$ cat config.mk
export PLATFORM = sky130hd
export DESIGN_NAME = arp_cache_table_top_flat
export DESIGN_NICKNAME = d
export VERILOG_FILES = /design/src/hdl/arpc_pkg.sv /design/src/hdl/arpc_if.sv /design/src/hdl/arpc_ram.sv /design/src/hdl/arpc_cmp.sv /design/src/hdl/arp_cache_table_top.sv /design/src/flat_wrapper.sv
export SDC_FILE = /design/constraint.sdc
export NUM_CORES = 2
export LEC_CHECK = 0
export BUFFER_PORTS_ARGS = -buffer_cell sky130_fd_sc_hd__buf_2
export CORE_MARGIN = 2
export CORE_UTILIZATION = 50
export DETAILED_ROUTE_END_ITERATION = 6
export PLACE_DENSITY = 0.73
export SLEW_MARGIN = 25
export SYNTH_ARGS = -nofsm -noshare
export SYNTH_HDL_FRONTEND = slang
export SYNTH_SLANG_ARGS = --single-unit
$ cat constraint.sdc
create_clock -name clk -period 10.17 [get_ports clk]
set_input_delay 2.034 -clock clk [delete_from_list [all_inputs] [get_ports clk]]
set_output_delay 2.034 -clock clk [all_outputs]
set_load 0.05 [all_outputs]
$ cat src/hdl/arpc_pkg.sv
// shared constants, codes and types of the arp cache table
package arpc_pkg;

    localparam int SLOTS      = 16;
    localparam int SLOT_W     = (SLOTS > 1) ? $clog2(SLOTS) : 1;
    localparam int IP_W       = 32;
    localparam int MAC_W      = 48;
    localparam int ENTRY_W    = IP_W + MAC_W;
    localparam int SLOT_OUT_W = 4;
    localparam int CFG_IDX_W  = 1;
    localparam int CFG_DATA_W = 48;

    typedef enum logic [1:0] {
        OP_LOOKUP = 2'd0,
        OP_INSERT = 2'd1,
        OP_DELETE = 2'd2,
        OP_UPDATE = 2'd3
    } op_t;

    typedef enum logic [1:0] {
        ST_OK      = 2'd0,
        ST_MISS    = 2'd1,
        ST_PRESENT = 2'd2,
        ST_FULL    = 2'd3
    } status_t;

    typedef enum logic [CFG_IDX_W-1:0] {
        REG_HOST_IP  = 1'd0,
        REG_HOST_MAC = 1'd1
    } cfg_reg_t;

    typedef logic [SLOT_W-1:0] slot_t;

    // per-slot outcome of the shared comparator
    typedef struct packed {
        logic hit;
        logic free;
    } cmp_res_t;

    // slot number as reported, low bits only
    function automatic logic [SLOT_OUT_W-1:0] slot_report(slot_t s);
        logic [SLOT_W+SLOT_OUT_W-1:0] wide;
        begin
            wide = {{SLOT_OUT_W{1'b0}}, s};
            return wide[SLOT_OUT_W-1:0];
        end
    endfunction

endpackage

$ cat src/hdl/arpc_if.sv
// request and response channel interfaces of the arp cache table
interface arpc_req_if import arpc_pkg::*; ();
    logic             valid;
    logic             ready;
    op_t              operation;
    logic [IP_W-1:0]  ip_addr;
    logic [MAC_W-1:0] mac_addr;

    modport source (output valid, output operation, output ip_addr, output mac_addr,
                    input ready);
    modport sink   (input valid, input operation, input ip_addr, input mac_addr,
                    output ready);
endinterface

interface arpc_rsp_if import arpc_pkg::*; ();
    logic                  valid;
    logic                  ready;
    status_t               status;
    logic [MAC_W-1:0]      mac_out;
    logic [SLOT_OUT_W-1:0] slot_out;

    modport source (output valid, output status, output mac_out, output slot_out,
                    input ready);
    modport sink   (input valid, input status, input mac_out, input slot_out,
                    output ready);
endinterface

$ cat src/hdl/arpc_ram.sv
// generic single-write, single-read ram with registered read data
module arpc_ram #(
    parameter int WIDTH = 8,
    parameter int DEPTH = 16
) (
    input  logic                                  clk,
    input  logic                                  we,
    input  logic [((DEPTH > 1) ? $clog2(DEPTH) : 1)-1:0] waddr,
    input  logic [WIDTH-1:0]                      wdata,
    input  logic [((DEPTH > 1) ? $clog2(DEPTH) : 1)-1:0] raddr,
    output logic [WIDTH-1:0]                      rdata
);
    logic [WIDTH-1:0] mem [DEPTH];
    logic [WIDTH-1:0] rdata_reg;

    always_ff @(posedge clk)
    begin
        if (we)
        begin
            mem[waddr] <= wdata;
        end
        rdata_reg <= mem[raddr];
    end

    assign rdata = rdata_reg;
endmodule

$ cat src/hdl/arpc_cmp.sv
// shared slot comparator: ip/mac match and free-slot test for one slot per cycle
module arpc_cmp import arpc_pkg::*; (
    input  op_t              op,
    input  logic [IP_W-1:0]  req_ip,
    input  logic [MAC_W-1:0] req_mac,
    input  logic [IP_W-1:0]  ent_ip,
    input  logic [MAC_W-1:0] ent_mac,
    input  logic             ent_valid,
    input  logic             ent_static,
    output cmp_res_t         res
);
    logic ip_eq;
    logic mac_eq;

    always_comb
    begin
        ip_eq  = (ent_ip == req_ip);
        mac_eq = (ent_mac == req_mac);
        // delete needs both fields and never touches the static slot
        if (op == OP_DELETE)
        begin
            res.hit = ent_valid && !ent_static && ip_eq && mac_eq;
        end
        else
        begin
            res.hit = ent_valid && ip_eq;
        end
        res.free = !ent_static && !ent_valid;
    end
endmodule

$ cat src/hdl/arp_cache_table_top.sv
// arp cache table: ipv4-to-mac cache with a static local entry in slot 0
//
// One request is taken at a time. After the request item is accepted the slot ram is
// read one slot per cycle and each slot goes through a single shared comparator, in
// slot order, stopping at the first match. The next request can be accepted as soon as
// the result is offered, even while the previous result still waits in the output
// register. Slot 0 lives in registers loaded from the host ip and host mac registers;
// the other slots sit in a ram with one valid flip-flop per slot, so no clearing pass
// follows reset. Configuration writes land at once and are meant for when the block
// is idle.
module arp_cache_table_top import arpc_pkg::*; (
    input  logic                  clk,
    input  logic                  rst_n,
    input  logic                  cfg_we,
    input  logic [CFG_IDX_W-1:0]  cfg_index,
    input  logic [CFG_DATA_W-1:0] cfg_data,
    arpc_req_if.sink              req,
    arpc_rsp_if.source            rsp
);
    typedef enum logic [1:0] {
        S_IDLE,
        S_SCAN,
        S_FINISH
    } state_t;

    state_t                state_reg;
    slot_t                 addr_reg;
    slot_t                 cmp_idx_reg;
    logic                  cmp_vld_reg;
    logic                  found_reg;
    slot_t                 hit_idx_reg;
    logic                  free_found_reg;
    slot_t                 free_slot_reg;
    logic [SLOTS-1:0]      valid_reg;
    logic [IP_W-1:0]       host_ip_reg;
    logic [MAC_W-1:0]      slot0_mac_reg;
    logic                  rsp_valid_reg;
    status_t               rsp_status_reg;
    logic [MAC_W-1:0]      rsp_mac_reg;
    logic [SLOT_OUT_W-1:0] rsp_slot_reg;

    op_t                   op_reg;
    logic [IP_W-1:0]       ip_reg;
    logic [MAC_W-1:0]      mac_reg;
    logic [MAC_W-1:0]      hit_mac_reg;

    logic [ENTRY_W-1:0]    ram_rdata;
    logic                  ram_we;
    slot_t                 ram_waddr;

    logic                  ent_static;
    logic [IP_W-1:0]       ent_ip;
    logic [MAC_W-1:0]      ent_mac;
    logic                  ent_valid;
    logic                  scan_last;
    cmp_res_t              cmp_res;

    logic                  out_free;
    status_t               fin_status;
    logic [MAC_W-1:0]      fin_mac;
    slot_t                 fin_slot;
    logic                  fin_ram_we;
    logic                  fin_set_valid;
    logic                  fin_clr_valid;
    logic                  fin_s0_mac_we;

    arpc_ram #(
        .WIDTH (ENTRY_W),
        .DEPTH (SLOTS)
    ) u_slot_ram (
        .clk   (clk),
        .we    (ram_we),
        .waddr (ram_waddr),
        .wdata ({ip_reg, mac_reg}),
        .raddr (addr_reg),
        .rdata (ram_rdata)
    );

    // slot 0 comes from registers, the rest from the ram
    always_comb
    begin
        ent_static = (cmp_idx_reg == '0);
        ent_ip     = ent_static ? host_ip_reg   : ram_rdata[ENTRY_W-1:MAC_W];
        ent_mac    = ent_static ? slot0_mac_reg : ram_rdata[MAC_W-1:0];
        ent_valid  = valid_reg[cmp_idx_reg];
        scan_last  = (cmp_idx_reg == slot_t'(SLOTS - 1));
    end

    arpc_cmp u_cmp (
        .op         (op_reg),
        .req_ip     (ip_reg),
        .req_mac    (mac_reg),
        .ent_ip     (ent_ip),
        .ent_mac    (ent_mac),
        .ent_valid  (ent_valid),
        .ent_static (ent_static),
        .res        (cmp_res)
    );

    // outcome of a finished scan
    always_comb
    begin
        fin_status    = ST_MISS;
        fin_mac       = '0;
        fin_slot      = '0;
        fin_ram_we    = 1'b0;
        fin_set_valid = 1'b0;
        fin_clr_valid = 1'b0;
        fin_s0_mac_we = 1'b0;
        unique case (op_reg)
            OP_LOOKUP:
            begin
                if (found_reg)
                begin
                    fin_status = ST_OK;
                    fin_mac    = hit_mac_reg;
                    fin_slot   = hit_idx_reg;
                end
            end
            OP_INSERT:
            begin
                if (found_reg)
                begin
                    fin_status = ST_PRESENT;
                    fin_slot   = hit_idx_reg;
                end
                else if (free_found_reg)
                begin
                    fin_status    = ST_OK;
                    fin_slot      = free_slot_reg;
                    fin_ram_we    = 1'b1;
                    fin_set_valid = 1'b1;
                end
                else
                begin
                    fin_status = ST_FULL;
                end
            end
            OP_DELETE:
            begin
                if (found_reg)
                begin
                    fin_status    = ST_OK;
                    fin_slot      = hit_idx_reg;
                    fin_clr_valid = 1'b1;
                end
            end
            OP_UPDATE:
            begin
                if (found_reg)
                begin
                    fin_status = ST_OK;
                    fin_slot   = hit_idx_reg;
                    if (hit_idx_reg == '0)
                    begin
                        fin_s0_mac_we = 1'b1;
                    end
                    else
                    begin
                        fin_ram_we = 1'b1;
                    end
                end
            end
        endcase
    end

    assign out_free  = !rsp_valid_reg || rsp.ready;
    assign ram_we    = (state_reg == S_FINISH) && out_free && fin_ram_we;
    assign ram_waddr = fin_slot;

    always_ff @(posedge clk or negedge rst_n)
    begin
        if (!rst_n)
        begin
            state_reg      <= S_IDLE;
            op_reg         <= OP_LOOKUP;
            addr_reg       <= '0;
            cmp_idx_reg    <= '0;
            cmp_vld_reg    <= 1'b0;
            found_reg      <= 1'b0;
            hit_idx_reg    <= '0;
            free_found_reg <= 1'b0;
            free_slot_reg  <= '0;
            valid_reg      <= {{(SLOTS-1){1'b0}}, 1'b1};
            host_ip_reg    <= '0;
            slot0_mac_reg  <= '0;
            rsp_valid_reg  <= 1'b0;
            rsp_status_reg <= ST_OK;
            rsp_mac_reg    <= '0;
            rsp_slot_reg   <= '0;
        end
        else
        begin
            if (rsp_valid_reg && rsp.ready)
            begin
                rsp_valid_reg <= 1'b0;
            end

            unique case (state_reg)
                S_IDLE:
                begin
                    if (req.valid)
                    begin
                        state_reg      <= S_SCAN;
                        op_reg         <= req.operation;
                        addr_reg       <= '0;
                        cmp_vld_reg    <= 1'b0;
                        found_reg      <= 1'b0;
                        free_found_reg <= 1'b0;
                    end
                end
                S_SCAN:
                begin
                    // ram read issued at addr_reg, compared in the following cycle
                    addr_reg    <= addr_reg + 1'b1;
                    cmp_idx_reg <= addr_reg;
                    cmp_vld_reg <= 1'b1;
                    if (cmp_vld_reg)
                    begin
                        if (cmp_res.free && !free_found_reg)
                        begin
                            free_found_reg <= 1'b1;
                            free_slot_reg  <= cmp_idx_reg;
                        end
                        if (cmp_res.hit)
                        begin
                            found_reg   <= 1'b1;
                            hit_idx_reg <= cmp_idx_reg;
                            state_reg   <= S_FINISH;
                        end
                        else if (scan_last)
                        begin
                            state_reg <= S_FINISH;
                        end
                    end
                end
                S_FINISH:
                begin
                    if (out_free)
                    begin
                        rsp_valid_reg  <= 1'b1;
                        rsp_status_reg <= fin_status;
                        rsp_mac_reg    <= fin_mac;
                        rsp_slot_reg   <= slot_report(fin_slot);
                        if (fin_set_valid)
                        begin
                            valid_reg[fin_slot] <= 1'b1;
                        end
                        if (fin_clr_valid)
                        begin
                            valid_reg[fin_slot] <= 1'b0;
                        end
                        if (fin_s0_mac_we)
                        begin
                            slot0_mac_reg <= mac_reg;
                        end
                        state_reg <= S_IDLE;
                    end
                end
                default:
                begin
                    state_reg <= S_IDLE;
                end
            endcase

            if (cfg_we)
            begin
                unique case (cfg_reg_t'(cfg_index))
                    REG_HOST_IP:  host_ip_reg   <= cfg_data[IP_W-1:0];
                    REG_HOST_MAC: slot0_mac_reg <= cfg_data[MAC_W-1:0];
                endcase
            end
        end
    end

    // request and hit payload, no reset needed
    always_ff @(posedge clk)
    begin
        if (state_reg == S_IDLE && req.valid)
        begin
            ip_reg  <= req.ip_addr;
            mac_reg <= req.mac_addr;
        end
        if (state_reg == S_SCAN && cmp_vld_reg && cmp_res.hit)
        begin
            hit_mac_reg <= ent_mac;
        end
    end

    assign req.ready    = (state_reg == S_IDLE);
    assign rsp.valid    = rsp_valid_reg;
    assign rsp.status   = rsp_status_reg;
    assign rsp.mac_out  = rsp_mac_reg;
    assign rsp.slot_out = rsp_slot_reg;
endmodule
$ cat src/flat_wrapper.sv
// flat-port wrapper written by rule: the top's interface ports become plain ports
module arp_cache_table_top_flat import arpc_pkg::*;
  (clk, rst_n, cfg_we, cfg_index, cfg_data, req_valid, req_operation, req_ip_addr, req_mac_addr, req_ready, rsp_valid, rsp_status, rsp_mac_out, rsp_slot_out, rsp_ready);
  arpc_req_if req_i ();
  arpc_rsp_if rsp_i ();
  input  logic clk;
  input  logic rst_n;
  input  logic cfg_we;
  input  logic [CFG_IDX_W-1:0] cfg_index;
  input  logic [CFG_DATA_W-1:0] cfg_data;
  input wire logic [$bits(req_i.valid)-1:0] req_valid;
  input wire logic [$bits(req_i.operation)-1:0] req_operation;
  input wire logic [$bits(req_i.ip_addr)-1:0] req_ip_addr;
  input wire logic [$bits(req_i.mac_addr)-1:0] req_mac_addr;
  output wire logic [$bits(req_i.ready)-1:0] req_ready;
  output wire logic [$bits(rsp_i.valid)-1:0] rsp_valid;
  output wire logic [$bits(rsp_i.status)-1:0] rsp_status;
  output wire logic [$bits(rsp_i.mac_out)-1:0] rsp_mac_out;
  output wire logic [$bits(rsp_i.slot_out)-1:0] rsp_slot_out;
  input wire logic [$bits(rsp_i.ready)-1:0] rsp_ready;
  assign req_i.valid = req_valid;
  assign req_i.operation = req_operation;
  assign req_i.ip_addr = req_ip_addr;
  assign req_i.mac_addr = req_mac_addr;
  assign req_ready = req_i.ready;
  assign rsp_valid = rsp_i.valid;
  assign rsp_status = rsp_i.status;
  assign rsp_mac_out = rsp_i.mac_out;
  assign rsp_slot_out = rsp_i.slot_out;
  assign rsp_i.ready = rsp_ready;
  arp_cache_table_top u_core (.clk(clk), .rst_n(rst_n), .cfg_we(cfg_we), .cfg_index(cfg_index), .cfg_data(cfg_data), .req(req_i), .rsp(rsp_i));
endmodule
==> out/results.tsv <==
metric	value	unit
status	complete, no violations	
cts_tree	done	
dp.cells	4691	
antenna_found_initial	10	
grt_overflow	0	
num-nets-final	3359	
period_needed	5107	ps
postCtsResizedCells	0	
hold_class	reg2reg	
regArea	48250	um2
synth_edf_count	1408	
cts-hold-fix-buffers	0	
pwr_density_cell	257.3	nW/um2
grt_pass1_vias	30560	
synth_top_area_frac	0.6744	
synthTopCellsByArea	edfxtp_1 67%, mux4_2 15%, dfrtp_1 6.9%	
ys_warn_count	0	
route.detailed.drc	0	
h-tree-depth	4	
drive_gt1_frac	0.3095	
grt_pass1_wl	221200	um
clk_pin_slew_worst_paths	60	ps
die-area	128200	um2
synthArstFlopShare	0.1047	
ir_drop	0.2356	mV
clk-insertion-delay-late	790	ps
drtPass1Iterations	6	
path_max_fanout	65	
dp_hpwl	94490	um
routed_wl	154600	um
drt_iter0_markers	4189	
critPathRequiredTime	10580	ps
postLayoutCoreUtil	0.5755	
grt_max_degree	133	
finalSetupTns	0	ps
nFillCells	8723	
syn_area	62690	um2
max_cap_viol_count	0	
tightestPinTransition	1099	ps
pin_count	192	
start_util	0.5051	
start_kind	input port	
finalSetupViolCount	0	
worstPathArrival	5520	ps
max_freq	195.8	MHz
finalHoldViolCount	0	
finClkSkew	31.82	ps
numPortBuffers	191	
leakage	23.87	nW
design_area	71430	um2
place_area	66020	um2
area_growth	13.94	%
gp_congestion	0.8820	
yosys.area.top_type	edfxtp_1	
wl_per_cell	30.90	um
whs	465.6	ps
coreArea	124100	um2
post_cts_buffers	0	
grtUsageTotal	0.2450	
clk_path_buf_depth	3	
slew_violations	0	
fin_crit_sh	0.5022	
die_x	358.1	um
synth-seq-area-share	0.7694	
synth_top_flop_cell	edfxtp_1	
fin_cells	5002	
syn_inst	2919	
rows	129	
cp-end-kind	register	
via_per_inst	6.193	
cts_buffers	164	
path_class	in2reg	
largest_reg_flops	1280	
slew-limit-headroom	0.2670	
syn_nets	3056	
via_count	30980	
multi_input_area	13780	um2
syn_avg_cell_area	21.48	um2
yosysUniqueCellTypes	61	
clockRootBuffer	clkbuf_16	
ant_nets	0	
die_y	358.1	um
rrSetupSlack	5270	ps
ys_seq_elements	1662	
cts_sinks	1662	
rsz0062_at_grt	no	
[worst paths after layout]
check	startpoint	to	cells after the start
max in group asynchronous	rst_n	u_core.addr_reg[2]$_DFFE_PN0P_	2
max reg2reg	u_core.cmp_idx_reg[0]$_DFFE_PN0P_	u_core.hit_mac_reg[44]$_DFFE_PP_	8
max	rsp_ready	u_core.u_slot_ram.mem[11][32]$_DFFE_PP_	8
min in group asynchronous	rst_n	u_core.valid_reg[2]$_DFFE_PN0P_	1
min reg2reg	u_core.hit_mac_reg[30]$_DFFE_PP_	u_core.rsp.mac_out[30]$_DFFE_PN0P_	1
min	u_core.hit_mac_reg[30]$_DFFE_PP_	u_core.rsp.mac_out[30]$_DFFE_PN0P_	1
[layout by cell type (no fill, tap or decap), types with 5 or more instances in the layout]
| cell | netlist | routed |
|---|---|---|
| nand2b_1 | 12 | 10 |
| o22ai_1 | 16 | 16 |
| a22oi_1 | 11 | 11 |
| clkinv_1 | 0 | 22 |
| buf_2 | 3 | 190 |
| bufinv_16 | 0 | 9 |
| xnor2_1 | 13 | 13 |
| nand4_1 | 9 | 9 |
| o21ai_0 | 66 | 66 |
| nand2_1 | 136 | 136 |
| inv_6 | 0 | 8 |
| clkbuf_1 | 116 | 39 |
| inv_1 | 51 | 50 |
| mux4_2 | 405 | 405 |
| nor4_1 | 9 | 9 |
| nand3_1 | 10 | 10 |
| clkbuf_16 | 0 | 171 |
| mux2i_1 | 61 | 61 |
| a21oi_1 | 33 | 33 |
| a22o_1 | 50 | 50 |
| mux2_1 | 5 | 5 |
| clkbuf_8 | 0 | 16 |
| dfrtp_1 | 173 | 169 |
| mux2_2 | 56 | 56 |
| dfxtp_1 | 80 | 80 |
| clkinvlp_4 | 0 | 9 |
| nor3_2 | 0 | 17 |
| buf_4 | 0 | 88 |
| clkinv_2 | 0 | 29 |
| mux2_4 | 7 | 7 |
| edfxtp_1 | 1408 | 1408 |
| xor2_1 | 43 | 43 |
| nor2_1 | 25 | 25 |
[per-stage QoR]
stage / power, W / worst slack (ps)
floorplan: 0.01117 / 967.1
global placement: 0.01250 / 4321
detailed placement: 0.01255 / 4305
CTS: 0.01847 / 5153
global route: 0.01901 / 4936
finish: 0.01838 / 5063
[worst max-delay path, cell delays in order]
cell	delay, ps
buf_2	70
nand2b_1	160
nand2b_2	70
buf_4	330
or2_2	610
nor3_2	830
buf_4	730
buf_4	620
[power breakdown]
group,switching [W],total (W),internal [W],leakage [nW]
Clock,0.00251,0.00595,0.00344,2.61
Sequential,0.000482,0.00838,0.00790,15.5
Combinational,0.00209,0.00405,0.00195,5.71
Total,0.00509,0.0184,0.0133,23.9
[cells by family (layout without fill, tap and decap cells)]
kind of cell    Yosys count  in the layout  share of synthesized area
fa+ha+maj                 1              1                  0.0001995
simple gates            248            248                    0.01860
buf+inv                 201            646                    0.01245
flops                  1662           1662                     0.7694
xor+xnor                 56             56                   0.007824
other cells               0              1                          0
compound gates          217            217                    0.02361
mux                     534            534                     0.1679
[layout make-up]
type | instances | share of cell area
inverters | 51 | 0.002715
clock buffers | 226 | 0.06504
clock inverters | 82 | 0.009827
repair buffers | 287 | 0.02521
flip-flops and latches | 1662 | 0.6755
diodes | 1 | 0.00003503
multi-input cells | 1056 | 0.1930
well taps | 1637 | 0.02867
[synthesized netlist by cell type, types with 3 or more instances]
cell	instances
nor2b_1	3
mux2_1	5
o22ai_1	16
and3_1	4
nand4_1	9
nor3_1	21
buf_6	3
nand3_1	10
a22oi_1	11
nor4_1	9
a221oi_1	4
buf_1	28
dfxtp_1	80
mux2_2	56
clkbuf_1	116
or2_2	3
a21oi_1	33
nor2_1	25
mux2_4	7
xor2_1	43
o21ai_0	66
mux4_2	405
edfxtp_1	1408
a2bb2oi_1	3
a222oi_1	3
nand2_1	136
a2111oi_0	3
xnor2_1	13
o221ai_1	3
inv_1	51
buf_2	3
or4_1	4
o21ai_1	4
dfrtp_1	173
mux2i_1	61
a22o_1	50
nand2b_1	12
[layer usage]
layer	track usage	part of all wire	vias up
met5	0	0.00032	-
met3	0.08743	0.12	192
met2	0.3592	0.46	1796
met1	0.3546	0.40	16350
met4	0.06017	0.021	8
li1	-	-	12630
Note: power is estimated with default switching activity, not from simulation.
